$ cat src/rtl/periodic_task_timer_table_defines.svh
`ifndef PERIODIC_TASK_TIMER_TABLE_DEFINES_SVH
`define PERIODIC_TASK_TIMER_TABLE_DEFINES_SVH

// Same-cycle implication, checked outside reset
`define PTTT_ASSERT_NOW(lbl, ante, cons, msg) \
    lbl: assert property (@(posedge i_clk) disable iff (!i_rst_n) (ante) |-> (cons)) \
        else $error(msg);

// Next-cycle implication, checked outside reset
`define PTTT_ASSERT_NEXT(lbl, ante, cons, msg) \
    lbl: assert property (@(posedge i_clk) disable iff (!i_rst_n) (ante) |=> (cons)) \
        else $error(msg);

`endif

$ cat src/rtl/pttt_pkg.sv
`timescale 1ns / 1ps
`default_nettype none

package pttt_pkg;

    localparam int TIME_W = 32;
    localparam int REQ_W  = 3;
    localparam int STAT_W = 3;
    localparam int SLOT_W = 6;
    localparam int SLOT_IN_W = 8;

    // request codes
    localparam logic [REQ_W-1:0] REQ_ADD_REP = 3'd0;
    localparam logic [REQ_W-1:0] REQ_ADD_ONE = 3'd1;
    localparam logic [REQ_W-1:0] REQ_REMOVE  = 3'd2;
    localparam logic [REQ_W-1:0] REQ_ENABLE  = 3'd3;
    localparam logic [REQ_W-1:0] REQ_DISABLE = 3'd4;
    localparam logic [REQ_W-1:0] REQ_RUN     = 3'd5;

    // result status codes
    localparam logic [STAT_W-1:0] ST_ACK   = 3'd0;
    localparam logic [STAT_W-1:0] ST_ADDED = 3'd1;
    localparam logic [STAT_W-1:0] ST_FULL  = 3'd2;
    localparam logic [STAT_W-1:0] ST_FIRED = 3'd3;
    localparam logic [STAT_W-1:0] ST_NONE  = 3'd4;

    // write side of the time store
    typedef struct packed {
        logic              per_we;
        logic              due_we;
        logic [TIME_W-1:0] per_d;
        logic [TIME_W-1:0] due_d;
    } t_store_wr;

    // registered read data of the time store
    typedef struct packed {
        logic [TIME_W-1:0] per;
        logic [TIME_W-1:0] due;
    } t_store_rd;

endpackage

`default_nettype wire

$ cat src/rtl/pttt_store.sv
`timescale 1ns / 1ps
`default_nettype none

module pttt_store #(
    parameter int DEPTH = 16,
    parameter int IW    = 4
) (
    input  wire                      i_clk,
    input  wire [IW-1:0]             i_waddr,
    input  wire pttt_pkg::t_store_wr i_wr,
    input  wire                      i_rd_en,
    input  wire [IW-1:0]             i_raddr,
    output pttt_pkg::t_store_rd      o_rd
);
    import pttt_pkg::*;

    logic [TIME_W-1:0] mem_per [DEPTH];
    logic [TIME_W-1:0] mem_due [DEPTH];
    logic [TIME_W-1:0] r_rd_per;
    logic [TIME_W-1:0] r_rd_due;

    // period memory: written on add only
    always_ff @(posedge i_clk) begin
        if (i_wr.per_we) begin
            mem_per[i_waddr] <= i_wr.per_d;
        end
        if (i_rd_en) begin
            r_rd_per <= mem_per[i_raddr];
        end
    end

    // due-time memory: written on add and on a repeating fire
    always_ff @(posedge i_clk) begin
        if (i_wr.due_we) begin
            mem_due[i_waddr] <= i_wr.due_d;
        end
        if (i_rd_en) begin
            r_rd_due <= mem_due[i_raddr];
        end
    end

    assign o_rd = {r_rd_per, r_rd_due};

endmodule

`default_nettype wire

$ cat src/rtl/periodic_task_timer_table.sv
`timescale 1ns / 1ps
`default_nettype none
`include "periodic_task_timer_table_defines.svh"

// Periodic task timer table.
// Requests enter on start/busy: a request is taken at a clock edge where start
// is high and busy is low. Each result shows on o_status/o_slot_out/o_last for
// one cycle with o_valid high; o_last marks the final result of a request.
// The receiver cannot stall, so results are never held back.
// Remove, enable, disable and unused codes: acknowledged in the next cycle,
// busy stays low, so one such request per cycle is taken.
// Add: one slot a cycle is tested for a free entry, and the result comes
// once a free slot is claimed or the last slot is found taken (full).
// Run: the time store is read one slot a cycle through registered read data,
// and busy stays high until every slot has been evaluated; each fire result
// is held until the next fire or the flush cycle, so the final result of a
// run is the one given out by the flush state.
// Reset clears all slot marks; the period and due-time memories are not
// cleared, as an entry's times are only used once an add has written them.
module periodic_task_timer_table #(
    parameter int MAX_TASKS = 16
) (
    input  wire                             i_clk,
    input  wire                             i_rst_n,
    input  wire                             start,
    output logic                            busy,
    input  wire  [pttt_pkg::REQ_W-1:0]      i_req_type,
    input  wire  [pttt_pkg::SLOT_IN_W-1:0]  i_slot,
    input  wire  [pttt_pkg::TIME_W-1:0]     i_period,
    input  wire  [pttt_pkg::TIME_W-1:0]     i_now,
    output logic                            o_valid,
    output logic [pttt_pkg::STAT_W-1:0]     o_status,
    output logic [pttt_pkg::SLOT_W-1:0]     o_slot_out,
    output logic                            o_last
);
    import pttt_pkg::*;

    localparam int IW = (MAX_TASKS > 1) ? $clog2(MAX_TASKS) : 1;
    localparam logic [IW-1:0] LAST_IDX = IW'(MAX_TASKS - 1);

    localparam logic [1:0] S_IDLE  = 2'd0;
    localparam logic [1:0] S_ADD   = 2'd1;
    localparam logic [1:0] S_RUN   = 2'd2;
    localparam logic [1:0] S_FLUSH = 2'd3;

    // control state
    logic [1:0]           r_state, n_state;
    logic [IW-1:0]        r_idx, n_idx;
    logic                 r_rd_on, n_rd_on;
    logic                 r_s2_valid, n_s2_valid;
    logic [IW-1:0]        r_s2_idx, n_s2_idx;
    logic                 r_pend_valid, n_pend_valid;
    logic [IW-1:0]        r_pend_idx, n_pend_idx;
    logic [MAX_TASKS-1:0] r_occ, n_occ;
    logic [MAX_TASKS-1:0] r_ena, n_ena;
    logic [MAX_TASKS-1:0] r_rep, n_rep;
    logic                 r_valid, n_valid;

    // request payload and result payload
    logic                 r_rep_req;
    logic [TIME_W-1:0]    r_period;
    logic [TIME_W-1:0]    r_now;
    logic [STAT_W-1:0]    r_status, n_status;
    logic [SLOT_W-1:0]    r_slot_out, n_slot_out;
    logic                 r_last, n_last;

    // store access
    t_store_wr            st_wr;
    t_store_rd            st_rd;
    logic [IW-1:0]        st_waddr;
    logic                 st_rd_en;

    logic                 accept;
    logic                 in_range;
    logic [IW-1:0]        sidx;
    logic [TIME_W-1:0]    lag;
    logic                 fire;

    assign accept   = start && (r_state == S_IDLE);
    assign in_range = i_slot < SLOT_IN_W'(MAX_TASKS);
    assign sidx     = i_slot[IW-1:0];
    assign lag      = r_now - st_rd.due;
    assign fire     = r_s2_valid && r_occ[r_s2_idx] && r_ena[r_s2_idx] && !lag[TIME_W-1];

    // sequencer and slot marks
    always_comb begin
        n_state      = r_state;
        n_idx        = r_idx;
        n_rd_on      = r_rd_on;
        n_s2_valid   = 1'b0;
        n_s2_idx     = r_idx;
        n_pend_valid = r_pend_valid;
        n_pend_idx   = r_pend_idx;
        n_occ        = r_occ;
        n_ena        = r_ena;
        n_rep        = r_rep;
        n_valid      = 1'b0;
        n_status     = ST_ACK;
        n_slot_out   = '0;
        n_last       = 1'b1;
        st_wr        = '0;
        st_waddr     = r_idx;
        st_rd_en     = 1'b0;

        case (r_state)
            S_IDLE: begin
                if (start) begin
                    case (i_req_type)
                        REQ_ADD_REP, REQ_ADD_ONE: begin
                            n_state = S_ADD;
                            n_idx   = '0;
                        end
                        REQ_REMOVE: begin
                            if (in_range) begin
                                n_occ[sidx] = 1'b0;
                                n_ena[sidx] = 1'b0;
                            end
                            n_valid = 1'b1;
                        end
                        REQ_ENABLE: begin
                            if (in_range && r_occ[sidx]) begin
                                n_ena[sidx] = 1'b1;
                            end
                            n_valid = 1'b1;
                        end
                        REQ_DISABLE: begin
                            if (in_range) begin
                                n_ena[sidx] = 1'b0;
                            end
                            n_valid = 1'b1;
                        end
                        REQ_RUN: begin
                            n_state      = S_RUN;
                            n_idx        = '0;
                            n_rd_on      = 1'b1;
                            n_pend_valid = 1'b0;
                        end
                        default: begin
                            n_valid = 1'b1;
                        end
                    endcase
                end
            end
            S_ADD: begin
                // one slot tested a cycle for a free entry
                if (!r_occ[r_idx]) begin
                    n_occ[r_idx] = 1'b1;
                    n_ena[r_idx] = 1'b1;
                    n_rep[r_idx] = r_rep_req;
                    st_wr.per_we = 1'b1;
                    st_wr.due_we = 1'b1;
                    st_wr.per_d  = r_period;
                    st_wr.due_d  = r_now + r_period;
                    n_valid      = 1'b1;
                    n_status     = ST_ADDED;
                    n_slot_out   = SLOT_W'(r_idx);
                    n_state      = S_IDLE;
                end else if (r_idx == LAST_IDX) begin
                    n_valid = 1'b1;
                    n_status = ST_FULL;
                    n_state = S_IDLE;
                end else begin
                    n_idx = r_idx + 1'b1;
                end
            end
            S_RUN: begin
                // read issue for the next slot
                if (r_rd_on) begin
                    st_rd_en   = 1'b1;
                    n_s2_valid = 1'b1;
                    n_s2_idx   = r_idx;
                    if (r_idx == LAST_IDX) begin
                        n_rd_on = 1'b0;
                    end else begin
                        n_idx = r_idx + 1'b1;
                    end
                end
                // evaluate the slot whose times just came back
                if (fire) begin
                    if (r_rep[r_s2_idx]) begin
                        st_wr.due_we = 1'b1;
                        st_wr.due_d  = st_rd.due + st_rd.per;
                        st_waddr     = r_s2_idx;
                    end else begin
                        n_ena[r_s2_idx] = 1'b0;
                    end
                    // a held fire is released now that another follows
                    if (r_pend_valid) begin
                        n_valid    = 1'b1;
                        n_status   = ST_FIRED;
                        n_slot_out = SLOT_W'(r_pend_idx);
                        n_last     = 1'b0;
                    end
                    n_pend_valid = 1'b1;
                    n_pend_idx   = r_s2_idx;
                end
                if (r_s2_valid && (r_s2_idx == LAST_IDX)) begin
                    n_state = S_FLUSH;
                end
            end
            S_FLUSH: begin
                n_valid = 1'b1;
                if (r_pend_valid) begin
                    n_status   = ST_FIRED;
                    n_slot_out = SLOT_W'(r_pend_idx);
                end else begin
                    n_status = ST_NONE;
                end
                n_pend_valid = 1'b0;
                n_state      = S_IDLE;
            end
            default: begin
                n_state = S_IDLE;
            end
        endcase
    end

    // control registers
    always_ff @(posedge i_clk) begin
        if (!i_rst_n) begin
            r_state      <= S_IDLE;
            r_idx        <= '0;
            r_rd_on      <= 1'b0;
            r_s2_valid   <= 1'b0;
            r_pend_valid <= 1'b0;
            r_occ        <= '0;
            r_ena        <= '0;
            r_rep        <= '0;
            r_valid      <= 1'b0;
        end else begin
            r_state      <= n_state;
            r_idx        <= n_idx;
            r_rd_on      <= n_rd_on;
            r_s2_valid   <= n_s2_valid;
            r_pend_valid <= n_pend_valid;
            r_occ        <= n_occ;
            r_ena        <= n_ena;
            r_rep        <= n_rep;
            r_valid      <= n_valid;
        end
    end

    // payload registers
    always_ff @(posedge i_clk) begin
        if (accept) begin
            r_rep_req <= (i_req_type == REQ_ADD_REP);
            r_period  <= i_period;
            r_now     <= i_now;
        end
        r_s2_idx   <= n_s2_idx;
        r_pend_idx <= n_pend_idx;
        r_status   <= n_status;
        r_slot_out <= n_slot_out;
        r_last     <= n_last;
    end

    pttt_store #(
        .DEPTH (MAX_TASKS),
        .IW    (IW)
    ) u_store (
        .i_clk   (i_clk),
        .i_waddr (st_waddr),
        .i_wr    (st_wr),
        .i_rd_en (st_rd_en),
        .i_raddr (r_idx),
        .o_rd    (st_rd)
    );

    assign busy       = (r_state != S_IDLE);
    assign o_valid    = r_valid;
    assign o_status   = r_status;
    assign o_slot_out = r_slot_out;
    assign o_last     = r_last;

    // checks
    `PTTT_ASSERT_NEXT(a_req_answered, start && !busy, busy || o_valid, "request not answered")
    `PTTT_ASSERT_NEXT(a_flush_last, r_state == S_FLUSH, o_valid && o_last, "no final result")
    `PTTT_ASSERT_NOW(a_single_last, o_valid && (o_status != ST_FIRED), o_last, "unmarked result")
    `PTTT_ASSERT_NOW(a_s2_in_run, r_s2_valid, r_state == S_RUN, "slot evaluated outside a run")
    `PTTT_ASSERT_NOW(a_no_wr_clash, st_wr.due_we && st_rd_en, st_waddr != r_idx, "due write clash")

endmodule

`default_nettype wire

$ cat config.mk
export PLATFORM = sky130hd
export DESIGN_NAME = periodic_task_timer_table
export DESIGN_NICKNAME = d
export VERILOG_FILES = /design/src/rtl/pttt_pkg.sv /design/src/rtl/pttt_store.sv /design/src/rtl/periodic_task_timer_table.sv
export VERILOG_INCLUDE_DIRS = /design/src /design/src/rtl
export SDC_FILE = /design/constraint.sdc
export NUM_CORES = 1
export LEC_CHECK = 0
export ABC_CLOCK_PERIOD_IN_PS = 7200
export BUFFER_PORTS_ARGS = -buffer_cell sky130_fd_sc_hd__buf_4
export CAP_MARGIN = 20
export CORE_ASPECT_RATIO = 0.7
export CORE_MARGIN = 4
export CORE_UTILIZATION = 45
export DETAILED_ROUTE_END_ITERATION = 10
export GPL_ROUTABILITY_DRIVEN = 1
export GPL_TIMING_DRIVEN = 0
export MAX_ROUTING_LAYER = met4
export SYNTH_ARGS = -nofsm -noshare
export SYNTH_HDL_FRONTEND = slang
export SYNTH_SLANG_ARGS = --single-unit
$ cat constraint.sdc
create_clock -name i_clk -period 7.2 [get_ports i_clk]
set_input_delay 0.36 -clock i_clk [delete_from_list [all_inputs] [get_ports i_clk]]
set_output_delay 0.36 -clock i_clk [all_outputs]
set_load 0.005 [all_outputs]
# == Word-level counts from Yosys, hierarchy flattened ==
# Memories as Yosys holds them, arrays and structs flattened. A register that Yosys moved wholly into a read port is not among the register bits.
# Cells that the tools add are included.
# word_totals
latch_bits,0
romBits,0
wordCells,180
mem_bits_rw,1024
n_memories,2
output_inout_bits,12
inputBits,78
reg_bits,141
# memory_table
name,depth,word_bits,read_ports,rd_clocked_by_memory_dff,wr,line_no,rtl
u_store.mem_due,16,32,1,1,1,pttt_store.sv:18,logic [TIME_W-1:0] mem_due [DEPTH];
u_store.mem_per,16,32,1,1,1,pttt_store.sv:17,logic [TIME_W-1:0] mem_per [DEPTH];
# op_classes
n_lt_le_gt_ge,7
n_bitwise,9
shift,0
muxes,87
eq_ne,26
multipliers,0
n_reduce_logical,28
add_sub_neg,4
n_div,0
# op_table
operator,count
2-to-1 mux 16 bit,10
2-to-1 mux 32 bit,3
2-to-1 mux 66 bit,1
adder 32 bit,2
case mux 16 bit (2 select lines),2
case mux 32 bit (2 select lines),1
AND 16 bit,3
bitwise OR 16 bit,3
case mux 16 bit (3 select lines),1
2-to-1 mux 4 bit,11
inverter 16 bit,2
subtractor 32 bit,1
2-to-1 mux 1 bit,31
case mux 4 bit (3 select lines),2
binary-select mux 1 bit (select 4 bit),5
inequality test 2 bit (second input constant),9
bitwise mux 16 bit,1
2-to-1 mux 2 bit,8
less-than comparator 4 x 5 -> 1 bit (second input constant),3
demux 1 bit (select 4 bit),3
greater-or-equal comparator 4 x 1 -> 1 bit (second input constant),3
AND reduction 5 bit,2
logical AND 1 bit,9
inequality test 3 bit (second input constant),3
other kinds (30),42

# == Depth between registers and ports, before layout ==
# depth
ltp_word,10
mapped_depth,13
mapped_depth_nobuf,12

# == Cells and area by module ==
# A second synthesis with hierarchy kept.
# unflattened
hier_cells,2900
area_unflattened_um2,51039.0
# by_module_without_submodules
mod,seq_area_each_um2,area_each_um2,cells_per_inst,n_inst
pttt_store,32671.3,40296.1,1672,1
periodic_task_timer_table,3473.3,10742.8,1228,1

# == Least setup slack after synthesis ==
# No wires, ideal clock.
# synth_path
path_kind,register -> register
start,register r_s2_idx[1]
end,"memory u_store.mem_due[5][0], enable pin"
stages_incl_launch_ff,10
path_buffers,3
setup_ns,0.470
t_required_ns,6.730
slack_ns,1.973
arrival_time_ns,4.757
synth_period_minus_slack_ns,5.227
path_cell_list,dfxtp_1 > clkbuf_1 > buf_2 > mux4_2 > mux4_2 > and3_4 > and2_1 > buf_2 > mux2i_2 > a211oi_1
# synth_between
elab_chain_len,9
word_cells_on_any_way,17
cone_classes,14 x mux; 3 x reduce/logical
# synth_lines
element,line_no,rtl
from (decl),periodic_task_timer_table.sv:51,"logic [IW-1:0] r_s2_idx, n_s2_idx;"
from (signal assigned),periodic_task_timer_table.sv:250,r_s2_idx <= n_s2_idx;
binary-select mux 1 bit (select 4 bit),periodic_task_timer_table.sv:83,assign fire = r_s2_valid && r_occ[r_s2_idx] && r_ena[r_s2_idx] && !lag[TIME_W-1];
2-to-1 mux 1 bit (not written as such),periodic_task_timer_table.sv:83,
logical AND 1 bit (3 in series),periodic_task_timer_table.sv:83,
2-to-1 mux 1 bit,periodic_task_timer_table.sv:179,if (fire) begin
case mux 1 bit (2 select lines),periodic_task_timer_table.sv:105,case (r_state)
2-to-1 mux 1 bit,pttt_store.sv:34,if (i_wr.due_we) begin
2-to-1 mux 1 bit (not written as such),pttt_store.sv:35,mem_due[i_waddr] <= i_wr.due_d;
to (decl),pttt_store.sv:18,
# Several ways; a longest one is shown, not always the timed one. The select of a mux whose other input is x is not followed.

# == Final worst setup path ==
# layout_path
start,"register u_store.r_rd_due[6], read port of u_store.mem_due"
end,"memory u_store.mem_per[9][6], enable pin"
# layout_between
elab_chain_len,5
# layout_lines
element,line_no,rtl
from (decl),pttt_store.sv:20,logic [TIME_W-1:0] r_rd_due;
subtractor 32 bit,periodic_task_timer_table.sv:82,assign lag = r_now - st_rd.due;
zero test 1 bit,periodic_task_timer_table.sv:83,
logical AND 1 bit,periodic_task_timer_table.sv:83,
2-to-1 mux 4 bit,periodic_task_timer_table.sv:179,
2-to-1 mux 4 bit,periodic_task_timer_table.sv:105,
to (decl),pttt_store.sv:17,
# Every way passes these cells.

==> flow_metrics.tcl <==
set metrics [dict create \
    outcome "completed" \
    io_pins 90 \
    avgRoutedWirePerCell_um 30.2 \
    crit_type "flop to flop" \
    postLayoutCellArea_um2 60700 \
    yosys-top-cells-area "edfxtp_1 (68%), mux4_2 (15%), dfxtp_1 (2.7%), ha_1 (2.5%), a21oi_1 (0.96%)" \
    grt_pass1_wl_mm 207 \
    dpl_cell_area_um2 56000 \
    yosysTopAreaCellShare_pct 67.8 \
    async_flop_share_pct 0 \
    start_kind "flop" \
    hold_depth 2 \
    hp-start "i_req_type[2]" \
    critical_path.top_delay_family "compound AO/OA/AOI/OAI gates" \
    finalCriticalPeriod_ps 5360 \
    routed_wl_mm 145 \
    gp_congestion 0.958 \
    port_buffers 84 \
    core_area_um2 113000 \
    slowest_stage "nor3_2" \
    nNetsFinal 3374 \
    r2r_cells 16 \
    seqPwrFrac_pct 51.3 \
    firstDrtPassIters 7 \
    synth_top_area_cell "edfxtp_1" \
    drtIter0Drc 3950 \
    rr_startpoint "u_store.r_rd_due[6]" \
    start_util_pct 45.4 \
    place_inst 4514 \
    r2r-end "u_store.mem_per[9][6]" \
    dp_hpwl_mm 105 \
    power.density_nw_per_um2 258 \
    worstPathRequired_ps 7640 \
    crit_chain "inv_1 > ha_1 > a21oi_1 > o21ai_1 > a21oi_1 > o31a_1 > a21oi_1 > o211ai_2 > and2_1 > buf_2 > a32oi_1 > nor3_2 > buf_6 > buf_6 > buf_6 > buf_6" \
    power_frac_comb_pct 9.7 \
    grt_max_degree 50 \
    crit_path_max_fanout 10 \
    diodes 0 \
    netSwitchingPower_uw 3730 \
    fp.dieW_um 411 \
    ant_nets 0 \
    cts.path.max_buffers 3 \
    cts_tree "built" \
    root_buffer "clkbuf_16" \
    clock_skew_ps 61.3 \
    final.setup.tns_ps 0 \
    ys_ff_latch 1227 \
    final-seq-area_um2 36100 \
    fp-row-count 103 \
    fmax_mhz 187 \
    final_cell_mix "edfxtp_1 (1157), mux4_2 (335), clkbuf_16 (115)" \
    yosysSeqAreaShare_pct 70.5 \
    clock_sinks 1227 \
    crit_buf_inv 6 \
    ys.flop_type "edfxtp_1" \
    grt_pass1_vias 28771 \
    crit_top_cell "buf_6" \
    drv_cap 0 \
    syn_to_final_growth_pct 18.4 \
    cp_data_arrival_time_ps 5800 \
    power_leakage_uw 0.0205 \
    final_common_cell "edfxtp_1" \
    finalSetupViolCount 0 \
    via_count 29422 \
    synthCells 2762 \
    n_fill_cell 8795 \
    syn_avg_cell_area_um2 18.6 \
    grt.total_usage_pct 25.0 \
    clockPowerShare_pct 38.9 \
    final.setup.worst_slack_ps 1840 \
    layout-drive-gt1-share_pct 25.4 \
    synth_cell_type_count 78 \
    cts_resized 0 \
    power.internal_uw 11900 \
    grt-ovfl-total 0 \
    relSlewSlack_pct 9.87 \
    synth_area_um2 51200 \
    pre_cts_ws_ps 2020 \
    cts_inserted_buffers 112 \
    ir_drop_mv 0.216 \
    synth_warnings 0 \
    multiInputGateArea_um2 14600 \
    die_h_um 290 \
    slowest_delay_ps 860 \
    clk_latency_ps 750 \
    final.period_utilization_pct 74.4 \
    drv_slew 0 \
    reg2reg_setup_slack_ps 1840 \
    min_path_type "input port to flop" \
    fin_cells 4809 \
    cp-end-kind "flop" \
    synth-edff-count 1157 \
    p_sw_share_pct 23.8 \
    path_clk_slew_ps 60 \
    antenna_found_initial 3 \
    rsz0062_at_grt "no" \
    finalHoldViolCount 0 \
    via_per_inst 6.12 \
    post-route-drc-count 0 \
    cts-htree-levels 3 \
    die-area_um2 119000 \
    worstMarginPinSlew_ps 1350 \
    whs_endpoint "r_rep_req" \
]
[metal layers]
layer,track usage [%],part of all wire (%)
met1,38.1,45
met3,5.76,9.9
met5,-,0
met2,34.6,43
met4,5.13,2.0
[what timing repair did]
item                      CTS  global route
hold buffers               65             0
hold endpoints to repair   65             0
setup buffers               0             0
[cells by family (layout without fill, tap and decap cells)]
kind of cell,after synthesis,after routing,share of synthesized area (%)
buffers and inverters,204,728,1.56
multiplexers,357,357,15.2
AND/OR/NAND/NOR,415,415,3.99
adder cells (fa/ha/maj),104,104,2.57
other,1,2,0.00732
XOR/XNOR,57,57,0.974
flip-flops,1227,1227,70.5
AO/OA/AOI/OAI,397,397,5.19
[per-stage QoR]
stage / util [%] / power, uW / hold WS (ps)
after CTS: 53.5 / 15700 / 2.14
after global placement: 47.6 / 9550 / 339
after global routing: 53.8 / 16200 / 12.3
after detailed placement: 49.6 / 9650 / 339
after floorplan: - / 9050 / 329
final: 53.8 / 15700 / 68.8
[layout make-up]
type,count,area share (%)
sequential,1227,59.6
clock buffer,128,4.85
inverter,63,0.390
timing repair buffer,315,5.79
tap,1522,3.14
multi-input combinational,1332,24.0
buffer,141,0.932
clock inverter,81,1.34
[synthesized netlist by cell type, types with 10 or more instances]
cell / count
mux4_2: 335
o21bai_1: 12
o211ai_1: 20
o21ai_0: 62
o311ai_1: 10
buf_1: 27
dfxtp_1: 70
xnor2_1: 36
nand3_1: 49
nor3_1: 34
o311ai_0: 12
o31ai_1: 11
nand4_1: 11
buf_2: 10
nor2_1: 82
a31oi_1: 17
and3_1: 49
clkbuf_1: 100
nand2_1: 114
a211oi_1: 17
mux2i_1: 18
a21oi_1: 98
o22ai_1: 16
xor2_1: 21
o21ai_1: 12
ha_1: 102
and2_1: 18
a22oi_1: 16
edfxtp_1: 1157
inv_1: 62
nor2b_1: 15
a21o_1: 30
nand2b_1: 13
[power groups by stage]
stage	Clock, uW	Combinational [uW]	Sequential [uW]
after floorplan	0	893	8160
after global placement	0	1340	8210
after detailed placement	0	1450	8200
after CTS	6200	1490	8040
after global routing	6520	1620	8040
final	6100	1520	8040
[worst register-to-register path: stages (launching register included)]
cell      delay, ps
edfxtp_1        440
inv_1            90
ha_1            230
a21oi_1         150
o21ai_1          80
a21oi_1         480
o31a_1          400
a21oi_1         150
o211ai_2        530
and2_1          250
buf_2           270
a32oi_1         290
nor3_2          860
buf_6           280
buf_6           200
buf_6           190
buf_6           180
[flip-flops by register name (all words and copies together) (netlist names), 2 cells and up, named ones only]
register	flops
u_store.mem_per	512
o_status	3
o_slot_out	4
r_idx	4
r_pend_idx	4
u_store.r_rd_per	32
r_period	32
r_state	2
r_rep	16
u_store.mem_due	512
r_s2_idx	4
r_now	32
r_occ	16
u_store.r_rd_due	32
[worst max-delay path by stage]
stage | from | to | slack [ps] | depth (start not counted)
2_1_floorplan | r_s2_idx[1] | u_store.mem_due[5][0] | 1970 | 9
3_3_place_gp | r_idx[1] | u_store.mem_per[14][3] | -2770 | 7
3_5_place_dp | u_store.r_rd_due[6] | u_store.mem_per[9][3] | 2020 | 16
4_1_cts | u_store.r_rd_due[6] | u_store.mem_per[9][6] | 1980 | 16
5_1_grt | u_store.r_rd_due[6] | u_store.mem_per[9][6] | 1650 | 16
6_report | u_store.r_rd_due[6] | u_store.mem_per[9][6] | 1840 | 16
No activity file was read; power rests on OpenSTA's default activity.
